`config.mk`:
```
export PLATFORM = sky130hd
export DESIGN_NAME = max_queue_monotonic_deque
export DESIGN_NICKNAME = d
export VERILOG_FILES = /design/src/mqmd_pkg.sv /design/src/max_queue_monotonic_deque.sv
export SDC_FILE = /design/constraint.sdc
export NUM_CORES = 1
export LEC_CHECK = 0
export BUFFER_PORTS_ARGS = -buffer_cell sky130_fd_sc_hd__clkbuf_2
export CORE_MARGIN = 4
export CORE_UTILIZATION = 40
export CTS_CLUSTER_DIAMETER = 60
export DETAILED_ROUTE_END_ITERATION = 6
export GPL_ROUTABILITY_DRIVEN = 0
export PLACE_DENSITY = 0.52
export SYNTH_ARGS = -nofsm -noshare
export SYNTH_HDL_FRONTEND = slang
export SYNTH_SLANG_ARGS = --single-unit
```
`constraint.sdc`:
```
create_clock -name clock -period 4.7 [get_ports clock]
set_input_delay 0.94 -clock clock [delete_from_list [all_inputs] [get_ports clock]]
set_output_delay 0.94 -clock clock [all_outputs]
set_load 0.01 [all_outputs]
```
`src/mqmd_pkg.sv`:
```
// Shared widths, types and constants of the max queue.
package mqmd_pkg;

   localparam int DEPTH = 16;
   localparam int DATAW = 32;
   localparam int IDXW  = (DEPTH > 1) ? $clog2(DEPTH) : 1;
   localparam int CNTW  = $clog2(DEPTH + 1);

   typedef logic signed [DATAW-1:0] data_type;
   typedef logic [IDXW-1:0]         idx_type;
   typedef logic [CNTW-1:0]         cnt_type;

   localparam cnt_type       DEPTH_CNT = CNTW'(DEPTH);
   localparam logic [CNTW:0] DEPTH_SUM = (CNTW + 1)'(DEPTH);

   localparam logic KIND_PUSH = 1'b0;
   localparam logic KIND_POP  = 1'b1;

endpackage

```
`src/max_queue_monotonic_deque.sv`:
```
// Max queue: FIFO of signed words with a descending helper deque for the running maximum.
// Push: the value is written to the queue; S_SCAN drops smaller entries from the deque back,
// then appends it. Pop: S_POP reads the head; S_LOAD reloads the front when it is dropped.
// Errors go straight to S_FIN. One item in flight; ready returns as the result goes valid.
// Synchronous active-high reset empties queue and deque; store contents are not cleared.
module max_queue_monotonic_deque (
   input  logic              clock,
   input  logic              reset,
   input  logic              req_valid,
   output logic              req_ready,
   input  logic              req_kind,
   input  mqmd_pkg::data_type req_push_value,
   output logic              rsp_valid,
   input  logic              rsp_ready,
   output mqmd_pkg::data_type rsp_popped_value,
   output mqmd_pkg::data_type rsp_max_value,
   output logic              rsp_is_empty,
   output logic              rsp_error
);
   import mqmd_pkg::*;

   localparam logic [2:0] S_IDLE = 3'd0;
   localparam logic [2:0] S_SCAN = 3'd1;
   localparam logic [2:0] S_POP  = 3'd2;
   localparam logic [2:0] S_LOAD = 3'd3;
   localparam logic [2:0] S_FIN  = 3'd4;

   function automatic idx_type wrap_add(idx_type base, cnt_type off);
      logic [CNTW:0] s;
      s = (CNTW + 1)'(base) + (CNTW + 1)'(off);
      if (s >= DEPTH_SUM) begin
         s = s - DEPTH_SUM;
      end
      return idx_type'(s);
   endfunction

   data_type queue_mem [DEPTH];
   data_type deque_mem [DEPTH];

   logic [2:0] state_ff, state_in;
   idx_type    q_head_ff, q_head_in;
   cnt_type    q_count_ff, q_count_in;
   idx_type    d_head_ff, d_head_in;
   cnt_type    d_count_ff, d_count_in;
   data_type   value_ff, value_in;
   data_type   front_ff, front_in;
   data_type   popped_ff, popped_in;
   logic       err_ff, err_in;
   data_type   q_rd_ff;
   data_type   d_rd_ff;
   idx_type    d_rd_addr;
   logic       q_wr_en;
   logic       d_wr_en;
   idx_type    d_wr_addr;

   logic       rsp_valid_ff, rsp_valid_in;
   data_type   rsp_popped_ff, rsp_popped_in;
   data_type   rsp_max_ff, rsp_max_in;
   logic       rsp_empty_ff, rsp_empty_in;
   logic       rsp_error_ff, rsp_error_in;

   logic       accept;
   logic       slot_free;

   assign accept    = req_valid && req_ready;
   assign req_ready = (state_ff == S_IDLE);
   assign slot_free = !rsp_valid_ff || rsp_ready;

   always_comb begin
      state_in      = state_ff;
      q_head_in     = q_head_ff;
      q_count_in    = q_count_ff;
      d_head_in     = d_head_ff;
      d_count_in    = d_count_ff;
      value_in      = value_ff;
      front_in      = front_ff;
      popped_in     = popped_ff;
      err_in        = err_ff;
      q_wr_en       = 1'b0;
      d_wr_en       = 1'b0;
      d_wr_addr     = wrap_add(d_head_ff, d_count_ff);
      d_rd_addr     = wrap_add(d_head_ff, d_count_ff - cnt_type'(1));
      rsp_valid_in  = rsp_valid_ff && !rsp_ready;
      rsp_popped_in = rsp_popped_ff;
      rsp_max_in    = rsp_max_ff;
      rsp_empty_in  = rsp_empty_ff;
      rsp_error_in  = rsp_error_ff;

      unique case (state_ff)
         S_IDLE: begin
            if (accept) begin
               value_in  = req_push_value;
               popped_in = '0;
               err_in    = 1'b0;
               if (req_kind == KIND_PUSH) begin
                  if (q_count_ff == DEPTH_CNT) begin
                     err_in   = 1'b1;
                     state_in = S_FIN;
                  end else begin
                     q_wr_en    = 1'b1;
                     q_count_in = q_count_ff + cnt_type'(1);
                     state_in   = S_SCAN;
                  end
               end else begin
                  if (q_count_ff == '0) begin
                     err_in   = 1'b1;
                     state_in = S_FIN;
                  end else begin
                     q_head_in  = wrap_add(q_head_ff, cnt_type'(1));
                     q_count_in = q_count_ff - cnt_type'(1);
                     state_in   = S_POP;
                  end
               end
            end
         end
         S_SCAN: begin
            // d_rd_ff holds the current deque back
            d_rd_addr = wrap_add(d_head_ff, d_count_ff - cnt_type'(2));
            if (d_count_ff != '0 && d_rd_ff < value_ff) begin
               d_count_in = d_count_ff - cnt_type'(1);
            end else begin
               if (d_count_ff != DEPTH_CNT) begin
                  d_wr_en    = 1'b1;
                  d_count_in = d_count_ff + cnt_type'(1);
                  if (d_count_ff == '0) begin
                     front_in = value_ff;
                  end
               end
               state_in = S_FIN;
            end
         end
         S_POP: begin
            popped_in = q_rd_ff;
            d_rd_addr = wrap_add(d_head_ff, cnt_type'(1));
            if (d_count_ff != '0 && front_ff == q_rd_ff) begin
               d_head_in  = wrap_add(d_head_ff, cnt_type'(1));
               d_count_in = d_count_ff - cnt_type'(1);
               state_in   = S_LOAD;
            end else begin
               state_in = S_FIN;
            end
         end
         S_LOAD: begin
            front_in = d_rd_ff;
            state_in = S_FIN;
         end
         S_FIN: begin
            if (slot_free) begin
               rsp_valid_in  = 1'b1;
               rsp_popped_in = popped_ff;
               rsp_max_in    = (q_count_ff != '0 && d_count_ff != '0) ? front_ff : '0;
               rsp_empty_in  = (q_count_ff == '0);
               rsp_error_in  = err_ff;
               state_in      = S_IDLE;
            end
         end
         default: begin
            state_in = S_IDLE;
         end
      endcase
   end

   always_ff @(posedge clock) begin
      if (q_wr_en) begin
         queue_mem[wrap_add(q_head_ff, q_count_ff)] <= value_in;
      end
      q_rd_ff <= queue_mem[q_head_ff];
      if (d_wr_en) begin
         deque_mem[d_wr_addr] <= value_ff;
      end
      d_rd_ff <= deque_mem[d_rd_addr];
   end

   always_ff @(posedge clock) begin
      if (reset) begin
         state_ff     <= S_IDLE;
         q_head_ff    <= '0;
         q_count_ff   <= '0;
         d_head_ff    <= '0;
         d_count_ff   <= '0;
         rsp_valid_ff <= 1'b0;
      end else begin
         state_ff     <= state_in;
         q_head_ff    <= q_head_in;
         q_count_ff   <= q_count_in;
         d_head_ff    <= d_head_in;
         d_count_ff   <= d_count_in;
         rsp_valid_ff <= rsp_valid_in;
      end
   end

   always_ff @(posedge clock) begin
      value_ff      <= value_in;
      front_ff      <= front_in;
      popped_ff     <= popped_in;
      err_ff        <= err_in;
      rsp_popped_ff <= rsp_popped_in;
      rsp_max_ff    <= rsp_max_in;
      rsp_empty_ff  <= rsp_empty_in;
      rsp_error_ff  <= rsp_error_in;
   end

   assign rsp_valid        = rsp_valid_ff;
   assign rsp_popped_value = rsp_popped_ff;
   assign rsp_max_value    = rsp_max_ff;
   assign rsp_is_empty     = rsp_empty_ff;
   assign rsp_error        = rsp_error_ff;

   a_deque_within_queue: assert property (@(posedge clock) disable iff (reset)
      state_ff == S_IDLE |-> d_count_ff <= q_count_ff)
      else $error("deque holds more entries than queue");

   a_count_bound: assert property (@(posedge clock) disable iff (reset)
      q_count_ff <= DEPTH_CNT)
      else $error("queue count beyond depth");

   a_busy_after_accept: assert property (@(posedge clock) disable iff (reset)
      accept |=> !req_ready)
      else $error("item accepted while previous one in work");

   a_empty_max_zero: assert property (@(posedge clock) disable iff (reset)
      rsp_valid_ff && rsp_empty_ff |-> rsp_max_ff == '0)
      else $error("nonzero maximum reported for empty queue");

   a_error_no_pop: assert property (@(posedge clock) disable iff (reset)
      rsp_valid_ff && rsp_error_ff |-> rsp_popped_ff == '0)
      else $error("popped value on failed item");

endmodule
```
==> results.sh <==
export IMPL_clockBufferDepth=3
export IMPL_gr_total_overflow=0
export IMPL_grt_pass1_wl_um=188000
export IMPL_start_util_pct=40.4
export IMPL_grt_start_max_net_pins=116
export IMPL_switching_share_pct=35.0
export IMPL_worstMarginPinSlew_ns=1.40
export IMPL_finalHoldViolCount=0
export IMPL_clock_skew_ns=0.0295
export IMPL_crit_chain="inv_1 > ha_1 > nand4_1 > nor4_1 > and4_1 > a21oi_1 > a21oi_2 > a21oi_1 > nand3b_1 > nor2_4 > buf_12"
export IMPL_arrival_ns=4.53
export IMPL_min_from="popped_ff[22]"
export IMPL_grt_pass1_vias=27200
export IMPL_tritoncts="yes"
export IMPL_hold_end="rsp_popped_value[22]"
export IMPL_num_vias=26800
export IMPL_gr_usage_all_layers_pct=19.7
export IMPL_io_buffers=104
export IMPL_ctsResizeCount=0
export IMPL_placed_area_um2=52900
export IMPL_path_max_fanout=32
export IMPL_core_um2=122000
export IMPL_clock_latency_ns=0.73
export IMPL_firstDrtPassIters=5
export IMPL_syn2layout_area_growth_pct=16.6
export IMPL_antenna_found_initial=5
export IMPL_rows=128
export IMPL_worstHoldPathCells=0
export IMPL_internal_power_w=0.0264
export IMPL_hold_buffers=0
export IMPL_ff2ff_path_depth=11
export IMPL_slowest_stage="dfxtp_1"
export IMPL_worst_ep_required_time_ns=5.08
export IMPL_synth_area_um2=49300
export IMPL_hold_worst_slack_ns=0.420
export IMPL_num_nets_final=3176
export IMPL_critPathKind="flop to flop"
export IMPL_synth_edff_count=1155
export IMPL_fin_tns_setup_ns=0
export IMPL_drc=0
export IMPL_syn_nets=2981
export IMPL_cts_sinks=1273
export IMPL_fmax_mhz=241
export IMPL_power_density_nw_per_um2=706
export IMPL_yosys_cell_types_count=55
export IMPL_worstSetupEndpointType="flop"
export IMPL_drt_iter0_drc=2639
export IMPL_clkPwrFrac_pct=26.6
export IMPL_seqCellArea_um2=37100
export IMPL_p_leak_nw=18.8
export IMPL_io_pins=105
export IMPL_cts_setup_buffers=0
export IMPL_p_sw_w=0.0142
export IMPL_synth_seq_area_share_pct=75.1
export IMPL_drv_cap=0
export IMPL_routedWlPerCell_um=26.5
export IMPL_ir_drop_v=0.000540
export IMPL_totalWireLength_um=128000
export IMPL_clkTransAtPathRegs_ns=0.06
export IMPL_period_minus_slack_ns=4.15
export IMPL_syn_inst=2890
export IMPL_dp_hpwl_um=76100
export IMPL_syn_area_per_cell_um2=17.1
export IMPL_htreeDepth=4
export IMPL_multi_input_area_um2=11800
export IMPL_numCtsBuffers=142
export IMPL_synth_flop_cell="edfxtp_1"
export IMPL_worst_setup_path_start_kind="flop"
export IMPL_n_fill_cell=10400
export IMPL_postLayoutCellArea_um2=57500
export IMPL_ys_seq_elements=1273
export IMPL_hp_class="flop to flop"
export IMPL_yosys_warnings=0
export IMPL_final_max_slew_viol_count=0
export IMPL_dieArea_um2=129000
export IMPL_setup_viol=0
export IMPL_root_buffer="clkbuf_16"
export IMPL_path_common_cell="a21oi_1"
export IMPL_slew_headroom_pct=5.91
export IMPL_async_flop_share_pct=0
export IMPL_pwr_share_comb_pct=32.6
export IMPL_ant_nets=0
export IMPL_routed_via_density=5.55
export IMPL_slowest_delay_ns=0.65
export IMPL_fin_crit_sh_pct=88.2
export IMPL_power_w=0.0406
export IMPL_p_seq_share_pct=40.8
export IMPL_die_w_um=359
export IMPL_die_y_um=359
export IMPL_status="finished, final reports clean"
export IMPL_rsz0062_at_grt="false"
export IMPL_reg2reg_to="deque_mem[3][6]"
export IMPL_final_layout_size_suffix_gt1_share_pct=20.7
export IMPL_regToRegStartpoint="value_ff[31]"
export IMPL_r2r_setup_slack_ns=0.55
[power by group through the flow]
stage          Sequential [W]  Combinational (W)  Clock [W]
2_1_floorplan          0.0162            0.00818          0
3_3_place_gp           0.0167             0.0130          0
3_5_place_dp           0.0167             0.0133          0
4_1_cts                0.0165             0.0134     0.0111
5_1_grt                0.0167             0.0145     0.0116
6_report               0.0165             0.0132     0.0108
[how the worst max path moves through the flow]
stage,depth (start not counted),endpoint,slack (ns),startpoint
2_1_floorplan,10,deque_mem[9][0],0.42,value_ff[31]
5_1_grt,11,deque_mem[3][6],0.22,value_ff[29]
6_report,11,deque_mem[3][6],0.55,value_ff[31]
3_5_place_dp,11,deque_mem[3][10],0.60,value_ff[31]
4_1_cts,11,deque_mem[3][6],0.53,value_ff[31]
3_3_place_gp,11,deque_mem[9][9],0.67,value_ff[31]
[kinds of logic after synthesis]
kind of cell	share of synthesized area [%]
flip-flops	75.1
AND/OR/NAND/NOR	6.36
AO/OA/AOI/OAI	6.12
buffers and inverters	1.66
multiplexers	8.19
XOR/XNOR	1.10
adder cells (fa/ha/maj)	1.43
[state kept, by name (all words and copies together), names as in the netlist]
name,flops
d_count_ff,5
d_head_ff,4
rsp_is_empty,1
rsp_valid,1
rsp_error,1
popped_ff,32
queue_mem,512
rsp_popped_value,32
q_head_ff,4
value_ff,32
d_rd_ff,32
state_ff,3
front_ff,32
err_ff,1
q_rd_ff,32
q_count_ff,5
rsp_max_value,32
deque_mem,512
[routing by layer]
| layer | track usage [%] | vias to the layer above | wire length (um) |
|---|---|---|---|
| li1 | - | 11700 | - |
| met1 | 28.3 | 14100 | 57200 |
| met2 | 31.2 | 773 | 60600 |
| met3 | 3.21 | 170 | 7240 |
| met4 | 5.41 | 0 | 2810 |
| met5 | 0 | - | 0 |
[layout by cell type (no fill, tap or decap), types with 38 or more instances in the layout]
cell | Yosys | layout
inv_1 | 41 | 41
edfxtp_1 | 1155 | 1155
a21oi_1 | 91 | 89
buf_12 | 0 | 41
ha_1 | 50 | 50
a31oi_1 | 65 | 65
and2_1 | 145 | 145
mux4_2 | 160 | 160
xor2_1 | 38 | 38
a211oi_1 | 166 | 166
clkbuf_1 | 118 | 51
buf_4 | 0 | 72
nand2_1 | 327 | 325
clkbuf_2 | 0 | 104
a311oi_1 | 64 | 64
clkbuf_16 | 0 | 150
dfxtp_1 | 118 | 113
[Yosys cell counts (3+ instances only)]
cell	instances	area share, %
a21oi_1	91	0.92
and2_0	17	0.22
nor2_1	67	0.51
xor2_1	38	0.68
nand2_1	327	2.5
mux4_2	160	7.3
ha_1	50	1.3
nand3_1	7	0.071
a311oi_1	64	1.1
or3_1	5	0.063
fa_1	4	0.16
nor4_1	7	0.089
mux2_2	32	0.73
inv_1	41	0.31
buf_2	22	0.22
nor3_1	8	0.081
mux2i_1	6	0.12
o21ai_1	3	0.030
edfxtp_1	1155	70
a211oi_1	166	2.5
nor4_2	3	0.076
nand2b_1	6	0.076
and2_1	145	1.8
nor2_2	3	0.038
xnor2_1	24	0.43
dfxtp_1	118	4.8
clkbuf_1	118	0.90
and3_1	33	0.42
o21ai_0	38	0.39
nand3b_1	3	0.046
nand4_1	9	0.11
buf_1	24	0.18
a21o_1	8	0.12
a31oi_1	65	0.82
[final cells by class]
type / count / area share [%]
diodes: 5 / 0.0218
clock buffers: 206 / 6.98
clock inverters: 54 / 0.960
inverters: 42 / 0.274
multi-input cells: 1409 / 20.5
flip-flops and latches: 1273 / 64.5
well taps: 1625 / 3.54
repair buffers: 217 / 3.27
[worst max-delay path, delay by kind of cell (launching register included)]
kind	cells	cell delay [ns]
and+or+nand+nor	5	1.81
AOI/OAI and AO/OA	3	0.46
buffers and inverters	2	0.42
DFF	1	0.65
adders and majority gates	1	0.43
[stage by stage]
stage / std cells / setup WS, ns / util [%]
floorplan: 2890 / 0.419 / -
global placement: 4566 / 0.669 / 43.3
detailed placement: 4566 / 0.602 / 43.3
CTS: 4826 / 0.533 / 47.1
global route: 4826 / 0.222 / 47.1
finish: 4831 / 0.555 / 47.1
Note: power is estimated with default switching activity, not from simulation.
